`config.mk`:
```
export PLATFORM = sky130hd
export DESIGN_NAME = tbp_ctrl
export DESIGN_NICKNAME = d
export VERILOG_FILES = /design/src/rtl/tbp_pkg.sv /design/src/rtl/tbp_ctrl.sv
export SDC_FILE = /design/constraint.sdc
export NUM_CORES = 1
export LEC_CHECK = 0
export BUFFER_PORTS_ARGS = -buffer_cell sky130_fd_sc_hd__buf_2
export CORE_AREA = 3 3 40 42
export CTS_CLUSTER_DIAMETER = 40
export DETAILED_ROUTE_END_ITERATION = 8
export DIE_AREA = 0 0 43 45
export HOLD_SLACK_MARGIN = 0.05
export SYNTH_ARGS = -nofsm -noshare
export SYNTH_HDL_FRONTEND = slang
export SYNTH_SLANG_ARGS = --single-unit
```
`constraint.sdc`:
```
create_clock -name i_clk -period 2 [get_ports i_clk]
set_clock_uncertainty 0.15 [all_clocks]
set_input_delay 0.4 -clock i_clk [delete_from_list [all_inputs] [get_ports i_clk]]
set_output_delay 0.4 -clock i_clk [all_outputs]
set_load 0.005 [all_outputs]
```
`src/rtl/tbp_pkg.sv`:
```
`default_nettype none
// ----------------------------------------------------------------------------
// tbp_pkg
// Shared constants and types of the tournament branch predictor: default
// table geometry, counter limits, controller states and the command/status
// bundles between controller and datapath.
// ----------------------------------------------------------------------------
package tbp_pkg;

    // payload widths of the command port
    localparam int unsigned PC_W = 10;

    // default geometry and counter limits
    localparam int unsigned LOCAL_BITS_DEF  = 10;
    localparam int unsigned GLOBAL_BITS_DEF = 12;
    localparam int unsigned LOCAL_MAX_DEF   = 7;
    localparam int unsigned GLOBAL_MAX_DEF  = 3;
    localparam int unsigned LOCAL_INIT_DEF  = 4;
    localparam int unsigned GLOBAL_INIT_DEF = 2;

    typedef enum logic [3:0] {
        S_IDLE = 4'b0001,
        S_CLR  = 4'b0010,
        S_LCRD = 4'b0100,
        S_UPD  = 4'b1000
    } t_state;

    // controller -> datapath
    typedef struct packed {
        logic clr;      // write reset values at the sweep address, advance it
        logic accept;   // latch the item, read history and global tables
        logic lc_rd;    // read the local counter selected by the local history
        logic upd;      // form the result, write back on an update
    } t_dp_cmd;

    // datapath -> controller
    typedef struct packed {
        logic clr_last; // sweep address is at the last table entry
    } t_dp_sts;

endpackage : tbp_pkg
`default_nettype wire

```
`src/rtl/tbp_ctrl.sv`:
```
`default_nettype none
// ----------------------------------------------------------------------------
// tbp_ctrl
// Controller of the predictor: runs the table clearing sweep after reset,
// then sequences each command through history read, local counter read and
// result/write-back.
// ----------------------------------------------------------------------------
module tbp_ctrl (
    input  wire logic              i_clk,
    input  wire logic              i_rst_n,
    input  wire logic              start,
    output logic                   busy,
    input  wire tbp_pkg::t_dp_sts  i_sts,
    output tbp_pkg::t_dp_cmd       o_cmd
);
    import tbp_pkg::*;

    t_state r_state;
    t_state n_state;

    always_comb begin
        n_state = r_state;
        unique case (r_state)
            S_IDLE: if (start) n_state = S_LCRD;
            S_CLR:  if (i_sts.clr_last) n_state = S_IDLE;
            S_LCRD: n_state = S_UPD;
            S_UPD:  n_state = S_IDLE;
            default: n_state = S_CLR;
        endcase
    end

    always_ff @(posedge i_clk) begin
        if (!i_rst_n) begin
            r_state <= S_CLR;
        end else begin
            r_state <= n_state;
        end
    end

    assign busy = (r_state != S_IDLE);

    always_comb begin
        o_cmd        = '0;
        o_cmd.clr    = (r_state == S_CLR);
        o_cmd.accept = (r_state == S_IDLE) && start;
        o_cmd.lc_rd  = (r_state == S_LCRD);
        o_cmd.upd    = (r_state == S_UPD);
    end

endmodule : tbp_ctrl
`default_nettype wire

```
* Word-level counts from Yosys, hierarchy flattened
Cells that the tools add are included.
Word-level totals: output and inout port bits 5, register bits 4, input port bits 4, word-level logic and storage cells 13
Cells by class: equal/unequal tests 7, multiplexer cells 3, reduce and logical (&&, ||, !) cells 2
Operator list (count):
- one-hot mux 4 bit (4 select lines) | 1
- two-way mux 4 bit | 2
- equality test 4 x 1 -> 1 bit (second input constant) | 1
- equality test 4 x 2 -> 1 bit (second input constant) | 1
- equality test 4 x 3 -> 1 bit (second input constant) | 1
- equality test 4 bit (second input constant) | 1
- inequality test 2 bit (second input constant) | 2
- inequality test 4 x 1 -> 1 bit (second input constant) | 1
- AND reduction 2 bit | 1
- logical AND 1 bit | 1

* Depth between registers and ports, before layout
depth in word-level cells 3, mapped depth 4, mapped depth without buffers 3

* Least setup slack after synthesis
Ideal clock, no wire load.
path type flip-flop to output port, start point reg r_state[3], end point out o_cmd[0] (netlist name), arrival time 0.838 ns, buffers on the path 0, stages on the path, launching flop included 3, slack 0.612 ns, required time 1.450 ns, cell sequence dfxtp_1 -> nor2b_1 -> nor3b_1
RTL lines:
- start: declaration | line tbp_ctrl.sv:18 | t_state r_state;
- start signal: assignment | line tbp_ctrl.sv:36 | r_state <= n_state;
- end: declaration | line tbp_ctrl.sv:14 | output tbp_pkg::t_dp_cmd o_cmd

==> impl_metrics.xml <==
<?xml version="1.0" encoding="UTF-8"?>
<metrics>
  <group name="timing">
    <metric name="timing.final.hold_violations" unit="">0</metric>
    <metric name="final_clock_period_utilization_by_the_worst_path" unit="">0.922</metric>
    <metric name="slew_violations" unit="">0</metric>
    <metric name="final.setup.worst_slack" unit="ns">0.157</metric>
    <metric name="worst_slew_pin_slew" unit="ns">0.279</metric>
    <metric name="worst_slew_margin_rel" unit="">0.813</metric>
    <metric name="finalWorstPathRequiredPeriod" unit="ns">1.84</metric>
    <metric name="grt_setup_unrepaired" unit="">no</metric>
    <metric name="fmaxAchievable" unit="MHz">543</metric>
    <metric name="final-setup-viol-count" unit="">0</metric>
    <metric name="finalSetupTns" unit="ns">0</metric>
  </group>
  <group name="placed_design">
    <metric name="number_of_buffers_added_on_ports" unit="">8</metric>
    <metric name="place.detailed.instances" unit="">46</metric>
    <metric name="dp_worst_setup_slack" unit="ns">0.388</metric>
    <metric name="finalWeightedCongestion" unit="">0.695</metric>
    <metric name="hpwl_dp" unit="microns">383</metric>
  </group>
  <group name="floorplan">
    <metric name="design.die.area" unit="sq um">1940</metric>
    <metric name="chipWidth" unit="microns">43</metric>
    <metric name="initial_core_util" unit="">0.179</metric>
    <metric name="standard_cell_core_area" unit="sq um">1280</metric>
    <metric name="fp.dieH" unit="microns">45</metric>
    <metric name="total_i_o_pin_count" unit="">9</metric>
    <metric name="placement_rows" unit="">13</metric>
  </group>
  <group name="clock_network">
    <metric name="cts-resized-gates" unit="">0</metric>
    <metric name="clock_insertion_delay_worst_skew" unit="ns">0.23</metric>
    <metric name="h-tree-depth" unit="">1</metric>
    <metric name="cts_sinks" unit="">4</metric>
    <metric name="clk_pin_slew" unit="ns">0.04</metric>
    <metric name="postCtsSetupBuffers" unit="">0</metric>
    <metric name="holdBufCountCts" unit="">0</metric>
    <metric name="cts_tree" unit="">yes</metric>
    <metric name="cts_buffers" unit="">3</metric>
    <metric name="cts-root-buf" unit="">sky130_fd_sc_hd__clkbuf_4</metric>
    <metric name="cts.path.max_buffers" unit="">2</metric>
  </group>
  <group name="final_layout">
    <metric name="multi_input_comb_area" unit="sq um">135</metric>
    <metric name="top_reg_by_flops" unit="">r_state</metric>
    <metric name="biggestRegsByFlops" unit="">r_state (4)</metric>
    <metric name="areaGrowthSynthToFinish" unit="%">30.4</metric>
    <metric name="largest_register_ff_count" unit="">4</metric>
    <metric name="final_cell_mix" unit="">sky130_fd_sc_hd__buf_2 (8), sky130_fd_sc_hd__dfxtp_1 (4), sky130_fd_sc_hd__nor2b_1 (3), sky130_fd_sc_hd__clkbuf_4 (3)</metric>
    <metric name="leading_cell_type_in_the_layout_fill_and_taps_excluded" unit="">sky130_fd_sc_hd__buf_2</metric>
    <metric name="filler_cell_count" unit="">142</metric>
    <metric name="layout.nets" unit="">40</metric>
    <metric name="area.sequential" unit="sq um">80.1</metric>
    <metric name="antennaDiodeCount" unit="">0</metric>
    <metric name="final-instance-count-excl-fill" unit="">49</metric>
    <metric name="layout_cells_sized_above_1" unit="">0.382</metric>
  </group>
  <group name="critical_path">
    <metric name="critPathTopFamily" unit="">simple AND/OR/NAND/NOR gates</metric>
    <metric name="timing.critical_path.buf_inv" unit="">1</metric>
    <metric name="startpoint_class_of_the_critical_path" unit="">flop</metric>
    <metric name="worst_ep_required_time" unit="ns">1.45</metric>
    <metric name="timing.critical_path.fanout_max" unit="">9</metric>
    <metric name="critical_path.endpoint_type" unit="">output port</metric>
    <metric name="worst_path_max_delay_cell" unit="">sky130_fd_sc_hd__dfxtp_1</metric>
    <metric name="crit_chain" unit="">nor4b_2 &gt; and2_1 &gt; buf_2</metric>
    <metric name="critical_path.max_stage_delay" unit="ns">0.47</metric>
    <metric name="crit_type" unit="">reg2out</metric>
    <metric name="worstPathArrival" unit="ns">1.29</metric>
  </group>
  <group name="synthesis">
    <metric name="synth_cell_types" unit="">15</metric>
    <metric name="yosys_warnings" unit="">0</metric>
    <metric name="synth_seq_area_share" unit="">0.348</metric>
    <metric name="post_synth_design_cell_area" unit="sq um">230</metric>
    <metric name="mean_instance_size_in_the_synthesized_netlist" unit="sq um">9.59</metric>
    <metric name="synthesis.instances" unit="">24</metric>
    <metric name="synth_seq_cells" unit="">4</metric>
    <metric name="mappedNetlistNets" unit="">28</metric>
  </group>
  <group name="global_routing">
    <metric name="grt_pass1_wl" unit="microns">800</metric>
    <metric name="gr-usage-all-layers" unit="">0.0583</metric>
    <metric name="pin_count_of_the_biggest_net_entering_global_routing" unit="">10</metric>
    <metric name="grt_antenna_before_repair" unit="">0</metric>
    <metric name="via_count_of_the_first_global_routing_pass" unit="">203</metric>
    <metric name="overflow" unit="">0</metric>
  </group>
  <group name="pwr">
    <metric name="leakage" unit="uW">0.000126</metric>
    <metric name="power_density" unit="nW/um^2">796</metric>
    <metric name="ir_drop" unit="uV">326</metric>
  </group>
  <group name="detailed_routing">
    <metric name="drt_wl_total" unit="microns">475</metric>
    <metric name="remaining_drc_errors" unit="">0</metric>
    <metric name="drt_antenna_net_count" unit="">0</metric>
    <metric name="via_per_inst" unit="">4.33</metric>
    <metric name="drt-pass1-iter-count" unit="">3</metric>
    <metric name="drt_iter0_markers" unit="">2</metric>
    <metric name="detailroute.via_count" unit="">212</metric>
    <metric name="route.detailed.wl_per_inst" unit="microns">9.69</metric>
  </group>
  <group name="hold_path">
    <metric name="min-delay-path-class" unit="">in2reg</metric>
  </group>
  <group name="outcome">
    <metric name="status" unit="">finished clean</metric>
  </group>
  <group name="run">
    <metric name="maxCapViolations" unit="">0</metric>
  </group>
</metrics>
[cell type report]
cell class / count / share of cell area
multi-input combinational: 18 / 0.450
sequential: 4 / 0.267
timing repair buffer: 8 / 0.133
clock buffer: 3 / 0.0750
tap: 15 / 0.0625
inverter: 1 / 0.0125
[synthesized netlist by cell type (all sizes together)]
master | n | area, sq um
nor3 | 1 | 5.00
o21ai | 1 | 5.00
inv | 1 | 3.75
and3 | 1 | 6.26
nor4b | 2 | 30.0
nor3b | 2 | 15.0
buf | 1 | 11.3
a31oi | 1 | 6.26
o31ai | 2 | 15.0
nor4 | 1 | 6.26
nor2b | 3 | 18.8
nand2b | 1 | 6.26
a211o | 1 | 8.76
and2 | 2 | 12.5
dfxtp | 4 | 80.1
[path summary, 6_finish.rpt]
kind / slack, ns / depth (start not counted) / from / end
worst max-delay path: 0.16 / 3 / r_state[0] / o_cmd[2]
worst min-delay path: 0.28 / 2 / i_rst_n / r_state[2]
worst max register to register: 0.81 / 2 / r_state[0] / r_state[2]
worst min register to register: 0.46 / 2 / r_state[0] / r_state[1]
[metrics by stage]
stage | hold slack [ns] | power, uW | instance area [sq um] | utilization
finish | 0.280 | 239 | 300 | 0.234
detailed placement | 0.462 | 146 | 278 | 0.216
global placement | 0.454 | 145 | 278 | 0.216
floorplan | 0.395 | 136 | 230 | -
global route | 0.297 | 257 | 300 | 0.234
CTS | 0.278 | 245 | 300 | 0.234
[logic make-up (layout without fill, tap and decap cells)]
logic type / after synthesis / after routing / share of synthesized area
AOI/OAI and AO/OA: 5 / 5 / 0.152
buffers and inverters: 2 / 12 / 0.0652
DFF: 4 / 4 / 0.348
and+or+nand+nor: 13 / 13 / 0.435
[power breakdown]
part / switching, uW / internal [uW] / leakage, uW
Clock: 28.6 / 66.8 / 0.0000138
Sequential: 14.9 / 87.5 / 0.0000328
Combinational: 17.3 / 24.0 / 0.0000791
Total: 60.8 / 178 / 0.000126
[routing by layer]
| layer | part of all wire | track usage | vias up |
|---|---|---|---|
| met4 | 0 | 0 | 0 |
| met2 | 0.35 | 0.0749 | 11 |
| met5 | 0 | 0 | - |
| met1 | 0.52 | 0.0699 | 90 |
| met3 | 0.13 | 0.0637 | 0 |
| li1 | - | - | 111 |
Note: power is estimated with default switching activity, not from simulation.
